===== src/rtl/wsd_pkg.sv =====
// Shared types and constants for the websocket frame deframer.
`default_nettype none
package wsd_pkg;

    localparam int LEN_W = 63;

    typedef enum logic [1:0] {
        EV_PAYLOAD  = 2'd0,
        EV_DATA_HDR = 2'd1,
        EV_CTRL_HDR = 2'd2,
        EV_ERROR    = 2'd3
    } wsd_event_t;

    localparam logic OP_BYTE    = 1'b0;
    localparam logic OP_RESTART = 1'b1;

    localparam logic ERR_NOT_PARSING = 1'b0;
    localparam logic ERR_UNMASKED    = 1'b1;

    localparam logic [3:0] OPC_TEXT   = 4'd1;
    localparam logic [3:0] OPC_BINARY = 4'd2;

    localparam logic [6:0] LEN7_EXT16 = 7'd126;
    localparam logic [6:0] LEN7_EXT64 = 7'd127;

    localparam logic [3:0] EXT16_BYTES = 4'd2;
    localparam logic [3:0] EXT64_BYTES = 4'd8;

    localparam logic [3:0] POS_FIRST  = 4'd0;
    localparam logic [3:0] POS_LENGTH = 4'd1;
    localparam logic [3:0] POS_EXT    = 4'd2;
    localparam logic [3:0] POS_KEY_END = 4'd5;

endpackage
`default_nettype wire


===== src/rtl/websocket_frame_deframer.sv =====
// Top level of the websocket frame deframer: header parse and payload unmasking.
`default_nettype none
//  channel | handshake                      | payload
//  input   | in_valid, in_stall (driven)    | operation, data_byte
//  output  | out_valid, out_stall (sampled) | event_res, payload_byte, last, opcode,
//          |                                | payload_length, error_code
//
// One byte is taken every clock unless the input stalls; a byte that yields a result
// has it in the output register in the cycle after the beat.
// The only stall path is the single output register: input stalls while a result
// is held there and the output side stalls.
// Reset returns to header parsing with all frame state cleared; no clearing pass.
module websocket_frame_deframer (
    input  wire logic                      clk,
    input  wire logic                      rst_n,
    input  wire logic                      in_valid,
    output logic                           in_stall,
    input  wire logic                      operation,
    input  wire logic [7:0]                data_byte,
    output logic                           out_valid,
    input  wire logic                      out_stall,
    output wsd_pkg::wsd_event_t            event_res,
    output logic [7:0]                     payload_byte,
    output logic                           last,
    output logic [3:0]                     opcode,
    output logic [wsd_pkg::LEN_W-1:0]      payload_length,
    output logic                           error_code
);
    import wsd_pkg::*;

    typedef enum logic [1:0] {
        PH_HEADER  = 2'd0,
        PH_PAYLOAD = 2'd1,
        PH_CTRL    = 2'd2,
        PH_ERROR   = 2'd3
    } phase_t;

    phase_t             phase_reg, phase_next;
    logic [3:0]         hpos_reg, hpos_next;
    logic [3:0]         first_reg, first_next;
    logic [7:0]         len_byte_reg, len_byte_next;
    logic [LEN_W-1:0]   ext_reg, ext_next;
    logic [31:0]        key_reg, key_next;
    logic [1:0]         kidx_reg, kidx_next;
    logic [LEN_W-1:0]   remain_reg, remain_next;

    logic               out_valid_reg, out_valid_next;
    wsd_event_t         event_reg, event_next;
    logic [7:0]         pbyte_reg, pbyte_next;
    logic               last_reg, last_next;
    logic [3:0]         opcode_reg, opcode_next;
    logic [LEN_W-1:0]   plen_reg, plen_next;
    logic               err_reg, err_next;

    logic               accept;
    logic               result;
    logic [3:0]         ext_bytes;
    logic [LEN_W-1:0]   frame_len;
    logic [7:0]         key_byte;
    logic [31:0]        key_shifted;

    assign in_stall = out_valid_reg & out_stall;
    assign accept   = in_valid & ~in_stall;

    assign out_valid      = out_valid_reg;
    assign event_res      = event_reg;
    assign payload_byte   = pbyte_reg;
    assign last           = last_reg;
    assign opcode         = opcode_reg;
    assign payload_length = plen_reg;
    assign error_code     = err_reg;

    always_comb
    begin
        if (len_byte_reg[6:0] == LEN7_EXT16)
        begin
            ext_bytes = EXT16_BYTES;
        end
        else if (len_byte_reg[6:0] == LEN7_EXT64)
        begin
            ext_bytes = EXT64_BYTES;
        end
        else
        begin
            ext_bytes = 4'd0;
        end
    end

    always_comb
    begin
        if (ext_bytes == EXT16_BYTES)
        begin
            frame_len = {{(LEN_W-16){1'b0}}, ext_reg[15:0]};
        end
        else if (ext_bytes == EXT64_BYTES)
        begin
            frame_len = ext_reg;
        end
        else
        begin
            frame_len = {{(LEN_W-7){1'b0}}, len_byte_reg[6:0]};
        end
    end

    always_comb
    begin
        unique case (kidx_reg)
            2'd0:    key_byte = key_reg[31:24];
            2'd1:    key_byte = key_reg[23:16];
            2'd2:    key_byte = key_reg[15:8];
            default: key_byte = key_reg[7:0];
        endcase
    end

    assign key_shifted = {key_reg[23:0], data_byte};

    always_comb
    begin
        phase_next    = phase_reg;
        hpos_next     = hpos_reg;
        first_next    = first_reg;
        len_byte_next = len_byte_reg;
        ext_next      = ext_reg;
        key_next      = key_reg;
        kidx_next     = kidx_reg;
        remain_next   = remain_reg;

        result      = 1'b0;
        event_next  = event_reg;
        pbyte_next  = 8'd0;
        last_next   = 1'b0;
        opcode_next = 4'd0;
        plen_next   = '0;
        err_next    = 1'b0;

        if (accept)
        begin
            if (operation == OP_RESTART)
            begin
                phase_next    = PH_HEADER;
                hpos_next     = POS_FIRST;
                first_next    = 4'd0;
                len_byte_next = 8'd0;
                ext_next      = '0;
                key_next      = 32'd0;
                kidx_next     = 2'd0;
                remain_next   = '0;
            end
            else
            begin
                unique case (phase_reg)
                    PH_CTRL, PH_ERROR:
                    begin
                        phase_next = PH_ERROR;
                        result     = 1'b1;
                        event_next = EV_ERROR;
                        err_next   = ERR_NOT_PARSING;
                    end
                    PH_PAYLOAD:
                    begin
                        result      = 1'b1;
                        event_next  = EV_PAYLOAD;
                        pbyte_next  = data_byte ^ key_byte;
                        opcode_next = first_reg;
                        if (remain_reg == {{(LEN_W-1){1'b0}}, 1'b1})
                        begin
                            last_next     = 1'b1;
                            phase_next    = PH_HEADER;
                            hpos_next     = POS_FIRST;
                            first_next    = 4'd0;
                            len_byte_next = 8'd0;
                            ext_next      = '0;
                            key_next      = 32'd0;
                            kidx_next     = 2'd0;
                            remain_next   = '0;
                        end
                        else
                        begin
                            remain_next = remain_reg - {{(LEN_W-1){1'b0}}, 1'b1};
                            kidx_next   = kidx_reg + 2'd1;
                        end
                    end
                    default:
                    begin
                        if (hpos_reg == POS_FIRST)
                        begin
                            first_next = data_byte[3:0];
                            hpos_next  = POS_LENGTH;
                        end
                        else if (hpos_reg == POS_LENGTH)
                        begin
                            len_byte_next = data_byte;
                            ext_next      = '0;
                            key_next      = 32'd0;
                            hpos_next     = POS_EXT;
                        end
                        else if (hpos_reg < POS_EXT + ext_bytes)
                        begin
                            ext_next  = {ext_reg[LEN_W-9:0], data_byte};
                            hpos_next = hpos_reg + 4'd1;
                        end
                        else if (hpos_reg < POS_KEY_END + ext_bytes)
                        begin
                            key_next  = key_shifted;
                            hpos_next = hpos_reg + 4'd1;
                        end
                        else
                        begin
                            key_next  = key_shifted;
                            hpos_next = POS_FIRST;
                            result    = 1'b1;
                            if (!len_byte_reg[7])
                            begin
                                phase_next = PH_ERROR;
                                event_next = EV_ERROR;
                                err_next   = ERR_UNMASKED;
                            end
                            else if (first_reg == OPC_TEXT || first_reg == OPC_BINARY)
                            begin
                                event_next  = EV_DATA_HDR;
                                opcode_next = first_reg;
                                kidx_next   = 2'd0;
                                if (frame_len == '0)
                                begin
                                    last_next     = 1'b1;
                                    phase_next    = PH_HEADER;
                                    first_next    = 4'd0;
                                    len_byte_next = 8'd0;
                                    ext_next      = '0;
                                    key_next      = 32'd0;
                                    remain_next   = '0;
                                end
                                else
                                begin
                                    phase_next  = PH_PAYLOAD;
                                    plen_next   = frame_len;
                                    remain_next = frame_len;
                                end
                            end
                            else
                            begin
                                phase_next  = PH_CTRL;
                                event_next  = EV_CTRL_HDR;
                                opcode_next = first_reg;
                                plen_next   = frame_len;
                            end
                        end
                    end
                endcase
            end
        end

        if (result)
        begin
            out_valid_next = 1'b1;
        end
        else if (out_valid_reg && out_stall)
        begin
            out_valid_next = 1'b1;
        end
        else
        begin
            out_valid_next = 1'b0;
        end
    end

    always_ff @(posedge clk or negedge rst_n)
    begin
        if (!rst_n)
        begin
            phase_reg     <= PH_HEADER;
            hpos_reg      <= POS_FIRST;
            first_reg     <= 4'd0;
            len_byte_reg  <= 8'd0;
            ext_reg       <= '0;
            key_reg       <= 32'd0;
            kidx_reg      <= 2'd0;
            remain_reg    <= '0;
            out_valid_reg <= 1'b0;
            event_reg     <= EV_PAYLOAD;
            pbyte_reg     <= 8'd0;
            last_reg      <= 1'b0;
            opcode_reg    <= 4'd0;
            plen_reg      <= '0;
            err_reg       <= 1'b0;
        end
        else
        begin
            phase_reg     <= phase_next;
            hpos_reg      <= hpos_next;
            first_reg     <= first_next;
            len_byte_reg  <= len_byte_next;
            ext_reg       <= ext_next;
            key_reg       <= key_next;
            kidx_reg      <= kidx_next;
            remain_reg    <= remain_next;
            out_valid_reg <= out_valid_next;
            if (result)
            begin
                event_reg  <= event_next;
                pbyte_reg  <= pbyte_next;
                last_reg   <= last_next;
                opcode_reg <= opcode_next;
                plen_reg   <= plen_next;
                err_reg    <= err_next;
            end
        end
    end

endmodule
`default_nettype wire


===== config.mk =====
export PLATFORM = sky130hd
export DESIGN_NAME = websocket_frame_deframer
export DESIGN_NICKNAME = d
export VERILOG_FILES = /design/src/rtl/wsd_pkg.sv /design/src/rtl/websocket_frame_deframer.sv
export SDC_FILE = /design/constraint.sdc
export NUM_CORES = 1
export LEC_CHECK = 0
export ABC_AREA = 0
export BUFFER_PORTS_ARGS = -buffer_cell sky130_fd_sc_hd__buf_2
export CAP_MARGIN = 20
export CORE_ASPECT_RATIO = 0.8
export CORE_UTILIZATION = 55
export DETAILED_ROUTE_END_ITERATION = 12
export HOLD_SLACK_MARGIN = 0.03
export PLACE_DENSITY = 0.88
export RECOVER_POWER = 25
export SETUP_SLACK_MARGIN = 0.2
export SYNTH_ARGS = -nofsm -noshare
export SYNTH_HDL_FRONTEND = slang
export SYNTH_SLANG_ARGS = --single-unit
export TNS_END_PERCENT = 10

===== constraint.sdc =====
create_clock -name clk -period 3.7 [get_ports clk]
set_clock_uncertainty 0.05 [all_clocks]
set_input_delay 0.555 -clock clk [delete_from_list [all_inputs] [get_ports clk]]
set_output_delay 0.555 -clock clk [all_outputs]
set_load 0.03 [all_outputs]

## Word level (Yosys, flattened, before mapping)

Index checks and enable logic that the tools add are counted.

- RAM bits: 0
- Bits in registers: 258
- Bits in read-only memories: 0
- Memories: 0
- Latch bits: 0
- Logic and storage cells: 223
- Output and inout port bits: 81

- Add/sub/neg operators: 5
- Eq/ne operators: 33
- Magnitude comparators: 2
- Bitwise operators: 5
- Shift operators: 0
- Divide/modulo/power cells: 0
- Mux-type cells: 135
- $mul: 0
- Reductions and logical operators: 27

Operators with widths:

| operator | number |
|---|---|
| 63-bit two-way mux | 29 |
| 32-bit two-way mux | 9 |
| 63-bit case mux with 2 select lines | 2 |
| 8-bit two-way mux | 12 |
| 4-bit two-way mux | 23 |
| 32-bit case mux with 2 select lines | 1 |
| 63-bit by 1-bit == test with 1-bit output (second input constant) | 1 |
| 63-bit zero test | 1 |
| 63-bit by 1-bit subtractor with 63-bit output (second input constant) | 1 |
| 2-bit two-way mux | 22 |
| 1-bit two-way mux | 28 |
| 4-bit case mux with 2 select lines | 3 |
| 8-bit case mux with 3 select lines | 1 |
| 4-bit nonzero test | 6 |
| 4-bit by 3-bit != test with 1-bit output (second input constant) | 5 |
| 9-bit AND reduction | 2 |
| 4-bit by 2-bit != test with 1-bit output (second input constant) | 4 |
| 8-bit case mux with 2 select lines | 1 |
| 8-bit AND reduction | 2 |
| 5-bit nonzero test | 3 |
| 7-bit == test (second input constant) | 2 |
| 3-bit by 1-bit != test with 1-bit output (second input constant) | 4 |
| 3-bit by 2-bit != test with 1-bit output (second input constant) | 4 |
| 2-bit case mux with 2 select lines | 3 |
| other kinds (28) | 38 |

## Depth between registers and ports, before layout

Gate-level depths: netlist of the first run.

- Word-level depth: 17
- Depth in mapped cells: 14

## Worst setup path after synthesis of the first run

Ideal clock, no wire load.

- Kind: register to register
- From: reg len_byte_reg[6]
- To: reg plen_reg[19], in the netlist payload_length[19]
- Arrival: 3638 ps
- Setup time: 66 ps
- Cell stages (with the launch flop): 15
- Required time: 3584 ps
- Clock period less this slack: 3754 ps
- Path slack: -54 ps
- Path through: dfrtp_1 > nand4_1 > nor2_1 > clkbuf_1 > nand2_1 > ha_1 > nand2_1 > o21a_1 > a211oi_1 > and4_1 > clkbuf_1 > o211a_1 > clkbuf_1 > buf_2 > a22o_1

- Cells in the longest elaborated chain, start to end: 17

RTL lines:

| element | line | text |
|---|---|---|
| from (decl) | websocket_frame_deframer.sv:41 | `logic [7:0] len_byte_reg, len_byte_next;` |
| from (signal assigned) | websocket_frame_deframer.sv:292 | `len_byte_reg <= len_byte_next;` |
| 7-bit == test | websocket_frame_deframer.sv:79 | `else if (len_byte_reg[6:0] == LEN7_EXT64)` |
| 4-bit two-way mux | websocket_frame_deframer.sv:79 |  |
| 4-bit two-way mux | websocket_frame_deframer.sv:75 | `if (len_byte_reg[6:0] == LEN7_EXT16)` |
| 4-bit == test | websocket_frame_deframer.sv:95 | `else if (ext_bytes == EXT64_BYTES)` |
| 63-bit two-way mux | websocket_frame_deframer.sv:95 |  |
| 63-bit two-way mux | websocket_frame_deframer.sv:91 | `if (ext_bytes == EXT16_BYTES)` |
| 63-bit zero test | websocket_frame_deframer.sv:223 | `if (frame_len == '0)` |
| 63-bit two-way mux | websocket_frame_deframer.sv:223 |  |
| 63-bit two-way mux | websocket_frame_deframer.sv:218 | `else if (first_reg == OPC_TEXT \|\| first_reg == OPC_BINARY)` |
| 63-bit two-way mux | websocket_frame_deframer.sv:212 | `if (!len_byte_reg[7])` |
| 63-bit two-way mux | websocket_frame_deframer.sv:202 | `else if (hpos_reg < POS_KEY_END + ext_bytes)` |
| 63-bit two-way mux | websocket_frame_deframer.sv:197 | `else if (hpos_reg < POS_EXT + ext_bytes)` |
| 63-bit two-way mux | websocket_frame_deframer.sv:190 | `else if (hpos_reg == POS_LENGTH)` |
| 63-bit two-way mux | websocket_frame_deframer.sv:185 | `if (hpos_reg == POS_FIRST)` |
| 63-bit two-way mux | websocket_frame_deframer.sv:151 | `unique case (phase_reg)` |
| 63-bit two-way mux | websocket_frame_deframer.sv:138 | `if (operation == OP_RESTART)` |
| 63-bit two-way mux | websocket_frame_deframer.sv:136 | `if (accept)` |
| to (signal assigned) | websocket_frame_deframer.sv:304 | `plen_reg <= plen_next;` |
| to (decl) | websocket_frame_deframer.sv:52 | `logic [LEN_W-1:0] plen_reg, plen_next;` |

Parallel ways exist; a longest one is shown, timed or not.
A chain may end at the register's enable or synchronous reset.

## Worst setup path after layout of the first run

- From: reg len_byte_reg[6]
- To: reg ext_reg[38]

- Cells in the longest elaborated chain, start to end: 10

RTL lines:

| element | line | text |
|---|---|---|
| 7-bit == test | websocket_frame_deframer.sv:79 |  |
| 4-bit two-way mux | websocket_frame_deframer.sv:79 |  |
| 4-bit two-way mux | websocket_frame_deframer.sv:75 |  |
| 2-bit by 4-bit adder with 4-bit output | websocket_frame_deframer.sv:197 |  |
| 4-bit less-than comparator | websocket_frame_deframer.sv:197 |  |
| 63-bit two-way mux | websocket_frame_deframer.sv:197 |  |
| 63-bit two-way mux | websocket_frame_deframer.sv:190 |  |
| 63-bit two-way mux | websocket_frame_deframer.sv:185 |  |
| 63-bit case mux with 2 select lines | websocket_frame_deframer.sv:151 |  |
| 63-bit two-way mux | websocket_frame_deframer.sv:138 |  |
| to (signal assigned) | websocket_frame_deframer.sv:293 | `ext_reg <= ext_next;` |
| to (decl) | websocket_frame_deframer.sv:42 | `logic [LEN_W-1:0] ext_reg, ext_next;` |

Parallel ways exist; a longest one is shown, timed or not. The select of a mux whose other input is x is not followed.

==> out/qor.csv, run 1 <==
stage;metric;value;unit
critical_path;cp-end-kind;register;
grt;grt_usage;34.7;%
cts;cts-root-buf;clkbuf_16;
placement;port_buffers;93;
power_and_ir_drop;p_int;0.00511;W
sta;setup_viol;0;
route;dr.pass1.iters;7;
synthesis;syn_area_per_cell;9.49;um2
worst_hold_path;hp-class;in2reg;
grt;overflow;0;
grt;grt_pass1_vias;12059;
grt;grt_max_degree;103;
placement;pre_cts_ws;0.224;ns
floorplan;core_area;23400;um2
synthesis;synth_edf_count;0;
sta;finalMaxSlewViolations;92;
placement;dp_hpwl;28.2;mm
floorplan;io_pins;94;
outcome;violations;capacitance limit, slew limit;
synthesis;synth_area_leaders;dfrtp_1 49%, o21ai_0 5.2%, nand2_1 5.1%;
outcome;outcome;finished with violations;
synthesis;yosysUniqueCellTypes;70;
critical_path;critPathMaxFanout;17;
critical_path;cp_slowest_stage_delay;1.00;ns
floorplan;initial_core_util;56.1;%
final_layout;drive_gt1_share;15.0;%
floorplan;dieWidth;175;um
synthesis;async_reset_ff_share;100;%
power_and_ir_drop;vdd_drop_max;0.415;mV
power_and_ir_drop;pwr-share-seq;42.1;%
cts;cts.sinks;258;
final_layout;antennaDiodeCount;0;
synthesis;ys_seq_area_share;49.2;%
critical_path;crit_type;reg2reg;
sta;slew_headroom;-60.7;%
power_and_ir_drop;clkPwrFrac;37.0;%
critical_path;crit_family;simple AND/OR/NAND/NOR gates;
critical_path;arrival;3.98;ns
sta;rsz0062_at_grt;true;
route;wl_per_cell;24.0;um
synthesis;synth_top_area_share;49.2;%
cts;cts_buffer_depth;3;
power_and_ir_drop;combPwrFrac;20.9;%
route;drt.antenna.violating_nets;0;
critical_path;cp-start-kind;register;
run;cap_violations;1;
floorplan;row_count;50;
synthesis;netlist_area;13100;um2
cts;cts-htree-levels;1;
cts;clk_pin_slew_worst_paths;0.06;ns
critical_path;crit_slowest_cell;nor2_2;
placement;place_congestion;0.983;
route;postRouteWirelength;43.2;mm
route;dr.first_iter.drc_count;2130;
synthesis;ys_ff_latch;258;
power_and_ir_drop;sw_frac_of_total;32.9;%
sta;finalSetupTns;0;ns
critical_path;worstPathCellList;nand4_1 > nor2_1 > inv_1 > ha_1 > a21oi_1 > o21a_1 > nand2_1 > nor2_2 > a22oi_1 > o21ai_0;
sta;tightest_slew;2.41;ns
synthesis;syn-num-nets;1409;
power_and_ir_drop;leakagePower;6.76;nW
sta;setup_slack;0.137;ns
cts;clk_latency;0.56;ns
route;vias;12771;
critical_path;cp_num_buf_inv;1;
synthesis;ys.flop_type;dfrtp_1;
power_and_ir_drop;p_per_area;503;nW/um2
cts;cts_tree;built;
cts;numCtsBuffers;27;
critical_path;critPathRequiredTime;4.12;ns
synthesis;ys_warn_count;0;
grt;grt_pass1_wl;67.3;mm
floorplan;die_area;24500;um2
synthesis;syn_inst;1383;
sta;period_share;96.3;%
sta;min_period;3.56;ns
final_layout;fin_nets;1493;
power_and_ir_drop;switchingPower;0.00251;W
route;drc;0;
cts;cts.repair.resized;0;
floorplan;fp.dieH;140;um
synthesis;synth_top_area_cell;dfrtp_1;
sta;fmax;0.281;GHz
route;viasPerCell;7.11;
final_layout;area_delta_synth_final;15.5;%
sta;finalHoldViolations;0;
grt;antenna_found_initial;1;
[layer usage]
metal | track usage [%] | routed length, um
met1 | 50.3 | 17000
met2 | 49.7 | 18300
met3 | 9.17 | 6140
met4 | 13.3 | 1820
met5 | 0 | 0
[final cells by class]
cell class,instances,area [um2]
clock inverters,10,140
inverters,28,105
flip-flops and latches,258,6460
well taps,312,390
multi-input cells,995,6260
fillers,1817,8250
repair buffers,157,1040
clock buffers,36,759
[final timing paths]
kind / startpoint / end / slack, ns / cells past startpoint
max: len_byte_reg[6]$_DFFE_PN0P_ / ext_reg[38]$_DFFE_PN0P_ / 0.14 / 10
min: data_byte[6] / key_reg[6]$_DFFE_PN0P_ / 0.27 / 3
max reg2reg: len_byte_reg[6]$_DFFE_PN0P_ / ext_reg[38]$_DFFE_PN0P_ / 0.14 / 10
min reg2reg: payload_byte[5]$_DFFE_PN0P_ / payload_byte[5]$_DFFE_PN0P_ / 0.42 / 2
max in group asynchronous: rst_n / payload_length[47]$_DFFE_PN0P_ / 0.89 / 3
min in group asynchronous: rst_n / payload_byte[5]$_DFFE_PN0P_ / 1.24 / 2
[power by group through the flow]
| stage | Combinational [W] | Sequential, W | Clock, W |
|---|---|---|---|
| finish | 0.00159 | 0.00321 | 0.00282 |
| global route | 0.00171 | 0.00323 | 0.00291 |
| CTS | 0.00151 | 0.00320 | 0.00280 |
| detailed placement | 0.00149 | 0.00324 | 0 |
| global placement | 0.00147 | 0.00323 | 0 |
| floorplan | 0.00102 | 0.00316 | 0 |
[logic make-up after synthesis]
logic type	after synthesis	synth area share (%)
AO/OA/AOI/OAI	522	27.9
AND/OR/NAND/NOR	445	16.9
flip-flops	258	49.2
buffers and inverters	131	3.83
XOR/XNOR	13	0.868
adder cells (fa/ha/maj)	13	1.24
multiplexers	1	0.0763
[worst min-delay path, stage by stage]
cell and delay [ns]:
buf_2 0.14, o21ai_0 0.08, o2bb2ai_1 0.06
[stage by stage]
stage / hold slack, ns / cell area, um2 / util, % / std cells / power (W)
5_1_grt: 0.285 / 15100 / 64.7 / 1796 / 0.00785
3_3_place_gp: 0.404 / 14200 / 60.7 / 1744 / 0.00471
3_5_place_dp: 0.410 / 14200 / 60.7 / 1744 / 0.00474
6_report: 0.267 / 15100 / 64.7 / 1796 / 0.00762
4_1_cts: 0.254 / 15100 / 64.6 / 1791 / 0.00751
2_1_floorplan: 0.209 / 13100 / - / 1383 / 0.00418
[cell usage after synthesis, drive strengths merged (5+ instances only)]
cell / count
o22ai: 15
nand2b: 11
o2bb2ai: 40
and4: 6
a32oi: 21
a211oi: 5
and3: 8
o41ai: 9
o31ai: 32
inv: 28
a21oi: 42
o21ai: 157
a222oi: 8
ha: 13
nor3: 35
a22oi: 69
a22o: 55
dfrtp: 258
clkbuf: 95
xnor2: 10
buf: 8
o211ai: 10
nand4: 16
or3: 24
a31oi: 10
or4: 14
and2: 6
a32o: 13
nand2: 177
nand3: 42
nor2: 49
nor4: 38
[repair_timing]
action,in CTS,in global routing
cloned,0,1
pin swaps,1,1
setup buffers,0,3
endpoints found under the hold margin,41,0
hold buffers,1,0
endpoints found under the setup margin,1,83
[layout by cell type, fill, tap and decap left out, drive strengths merged, types with 16 or more instances in the layout]
master,n
dfrtp,258
nand2,177
o21ai,157
buf,155
a22oi,69
a22o,55
nor2,50
nand3,42
a21oi,42
o2bb2ai,40
nor4,38
clkbuf,37
nor3,35
o31ai,32
inv,29
or3,24
a32oi,21
nand4,16
Power figures use the tool's default switching activity.
==> inputs of run 2 (changes only) <==
--- a/config.mk
+++ b/config.mk
@@ -9,10 +9,10 @@
 export BUFFER_PORTS_ARGS = -buffer_cell sky130_fd_sc_hd__buf_2
 export CAP_MARGIN = 20
 export CORE_ASPECT_RATIO = 0.8
-export CORE_UTILIZATION = 55
+export CORE_UTILIZATION = 35
 export DETAILED_ROUTE_END_ITERATION = 12
 export HOLD_SLACK_MARGIN = 0.03
-export PLACE_DENSITY = 0.88
+export PLACE_DENSITY = 0.64
 export RECOVER_POWER = 25
 export SETUP_SLACK_MARGIN = 0.2
 export SYNTH_ARGS = -nofsm -noshare
==> run 2 against run 1 <==
  * The run still ends with capacitance limit, slew limit left
  * Power is 5.5% higher
  * Combinational power hardly changed
  * Hold slack better by 0.0032 ns
  * First-iteration DRC count is 23% lower
  * Count of clock-buffer cells in the layout is 1 higher
  * Final cell count is 10% higher
  * Critical path type unchanged
  * Critical endpoint is now payload_length[9]$_DFFE_PN0P_
  * Highest routed layer unchanged
==> out/qor.csv, run 2 (synthesized netlist as in run 1, its figures left out) <==
stage;metric;value;unit;change
critical_path;critPathMaxFanout;9;;-8
sta;setup_viol;0;;unchanged
final_layout;instances_no_fill;1981;;+10%
cts;cts_buffer_depth;3;;unchanged
critical_path;cp-start-kind;register;;
grt;antenna_found_initial;0;;-1
grt;grt_pass1_vias;11456;;-5.0%
sta;rsz0062_at_grt;true;;
cts;cts_tree;built;;
floorplan;dieWidth;218;um;+25%
power_and_ir_drop;total_power;0.00804;W;+5.5%
cts;clk_pin_slew_worst_paths;0.06;ns;about the same
grt;grt_max_degree;100;;-2.9%
power_and_ir_drop;p_per_area;517;nW/um2;+2.8%
sta;period_share;91.0;%;-5.3 points
grt;grt_pass1_wl;70.0;mm;+4.0%
critical_path;critPathRequiredTime;4.10;ns;-0.02 ns
grt;overflow;0;;unchanged
route;dr.pass1.iters;6;;-1
route;vias;12291;;-3.8%
final_layout;fin_nets;1497;;+0.27%
power_and_ir_drop;vdd_drop_max;0.395;mV;-4.7%
placement;pre_cts_ws;0.329;ns;+0.105 ns
floorplan;row_count;63;;+26%
placement;dp_hpwl;30.6;mm;+8.5%
floorplan;io_pins;94;;unchanged
sta;setup_slack;0.334;ns;+0.196 ns
sta;fmax;0.297;GHz;+5.8%
critical_path;critPathCapture;payload_length[9]$_DFFE_PN0P_;;
floorplan;fp.dieH;175;um;+25%
route;viasPerCell;6.20;;-13%
sta;finalHoldViolations;0;;unchanged
route;drc;0;;unchanged
final_layout;area_delta_synth_final;18.5;%;
placement;port_buffers;93;;unchanged
cts;cts.sinks;258;;unchanged
route;wl_per_cell;22.6;um;-6.1%
final_layout;fillers;3554;;+96%
critical_path;cp-startpoint;len_byte_reg[6]$_DFFE_PN0P_;;
route;dr.first_iter.drc_count;1649;;-23%
final_layout;mostFrequentLayoutCell;dfrtp_1;;
outcome;violations;capacitance limit, slew limit;;
sta;min_period;3.37;ns;-0.196 ns
critical_path;r2r_start;len_byte_reg[6]$_DFFE_PN0P_;;
critical_path;arrival;3.77;ns;-0.21 ns
floorplan;core_area;37000;um2;+58%
sta;finalMaxSlewViolations;98;;+6.5%
final_layout;mostFrequentLayoutCells;258 x dfrtp_1, 176 x nand2_1, 137 x o21ai_0;;
floorplan;die_area;38300;um2;+56%
sta;finalSetupTns;0;ns;unchanged
final_layout;fin_util;42.0;%;-23 points
final_layout;antennaDiodeCount;0;;unchanged
worst_hold_path;hp-class;in2reg;;
power_and_ir_drop;leakagePower;6.86;nW;+1.5%
cts;cts-htree-levels;1;;unchanged
critical_path;rr_worst_depth;12;;+2
floorplan;initial_core_util;35.5;%;-21 points
critical_path;cp-end-kind;register;;
cts;postCtsSetupRepairBufs;0;;unchanged
cts;cts-root-buf;clkbuf_16;;
route;postRouteWirelength;44.7;mm;+3.6%
placement;dp_cells;1927;;+10%
critical_path;r2r_end;payload_length[9]$_DFFE_PN0P_;;
cts;numCtsBuffers;29;;+7.4%
final_layout;drive_gt1_share;15.9;%;+0.90 points
critical_path;crit_type;reg2reg;;
sta;tightest_slew;2.75;ns;+0.340 ns
route;drt.antenna.violating_nets;0;;unchanged
outcome;outcome;finished with violations;;
cts;clk_latency;0.57;ns;about the same
sta;slew_headroom;-83.3;%;-23 points
run;cap_violations;1;;unchanged
grt;grt_usage;23.3;%;-11 points
critical_path;rrSetupSlack;0.33;ns;+0.20 ns
placement;place_congestion;0.970;;-1.3%
run 2: cell count changes in the layout (fill, tap and decap cells not counted), moves of 2 or more:
cell       before  now
clkbuf_1        4    1
clkbuf_8        5    7
buf_12          7    5
buf_4          56   61
clkbuf_16      27   29
clkinv_2        6   10
nor2_2          3    1
bufinv_16       3    6
run 2: routing by layer:
layer  global-route usage [%]  vias up  wire length, um
li1                         -     5471                -
met1                     35.5     6088            20100
met2                     33.2      644            19500
met3                     3.97       88             3890
met4                     6.91        0             1250
met5                        0        -                0
run 2: layout make-up:
type	instances	area, um2	share of cell area [%]
flip-flops and latches	258	6460	41.5
repair buffers	160	1030	6.63
multi-input cells	994	6260	40.3
inverters	28	105	0.676
clock inverters	17	250	1.61
clock buffers	37	826	5.31
well taps	487	609	3.92
run 2: per-stage QoR:
| step | hold WS (ns) | cell area [um2] |
|---|---|---|
| floorplan | 0.209 | 13100 |
| global placement | 0.405 | 14500 |
| detailed placement | 0.410 | 14500 |
| CTS | 0.0452 | 15600 |
| global route | 0.261 | 15500 |
| finish | 0.271 | 15500 |
run 2: power by group:
group	switching [W]	leakage, nW	internal, W	total (W)
clock	0.00123	0.543	0.00199	0.00323
combinational	0.00110	2.75	0.000502	0.00160
sequential	0.000228	3.57	0.00298	0.00320
total	0.00256	6.86	0.00547	0.00804
run 2: worst max-delay path: stages, from the launching register on:
cell,delay (ns)
dfrtp_1,0.43
nand4_1,0.27
nor2_1,0.22
inv_1,0.10
ha_1,0.31
a21oi_1,0.28
o21a_1,0.38
a211oi_2,0.08
buf_4,0.18
and4_1,0.21
buf_4,0.17
o21a_1,0.25
a32o_1,0.33
run 2: repair_timing:
item / CTS / global route
setup endpoints to repair: 0 / 54
gates resized for setup: 0 / 2
hold buffers: 0 / 0
run 2: worst min-delay path by stage:
stage                                        to  cells past startpoint                        start
global route             key_reg[4]$_DFFE_PN0P_                      3                 data_byte[4]
detailed placement  payload_byte[4]$_DFFE_PN0P_                      2  payload_byte[4]$_DFFE_PN0P_
global placement    payload_byte[3]$_DFFE_PN0P_                      2  payload_byte[3]$_DFFE_PN0P_
CTS                 len_byte_reg[7]$_DFFE_PN0P_                      1                        rst_n
floorplan                error_code$_DFFE_PN0P_                      0                        rst_n
finish                   key_reg[6]$_DFFE_PN0P_                      3                 data_byte[6]
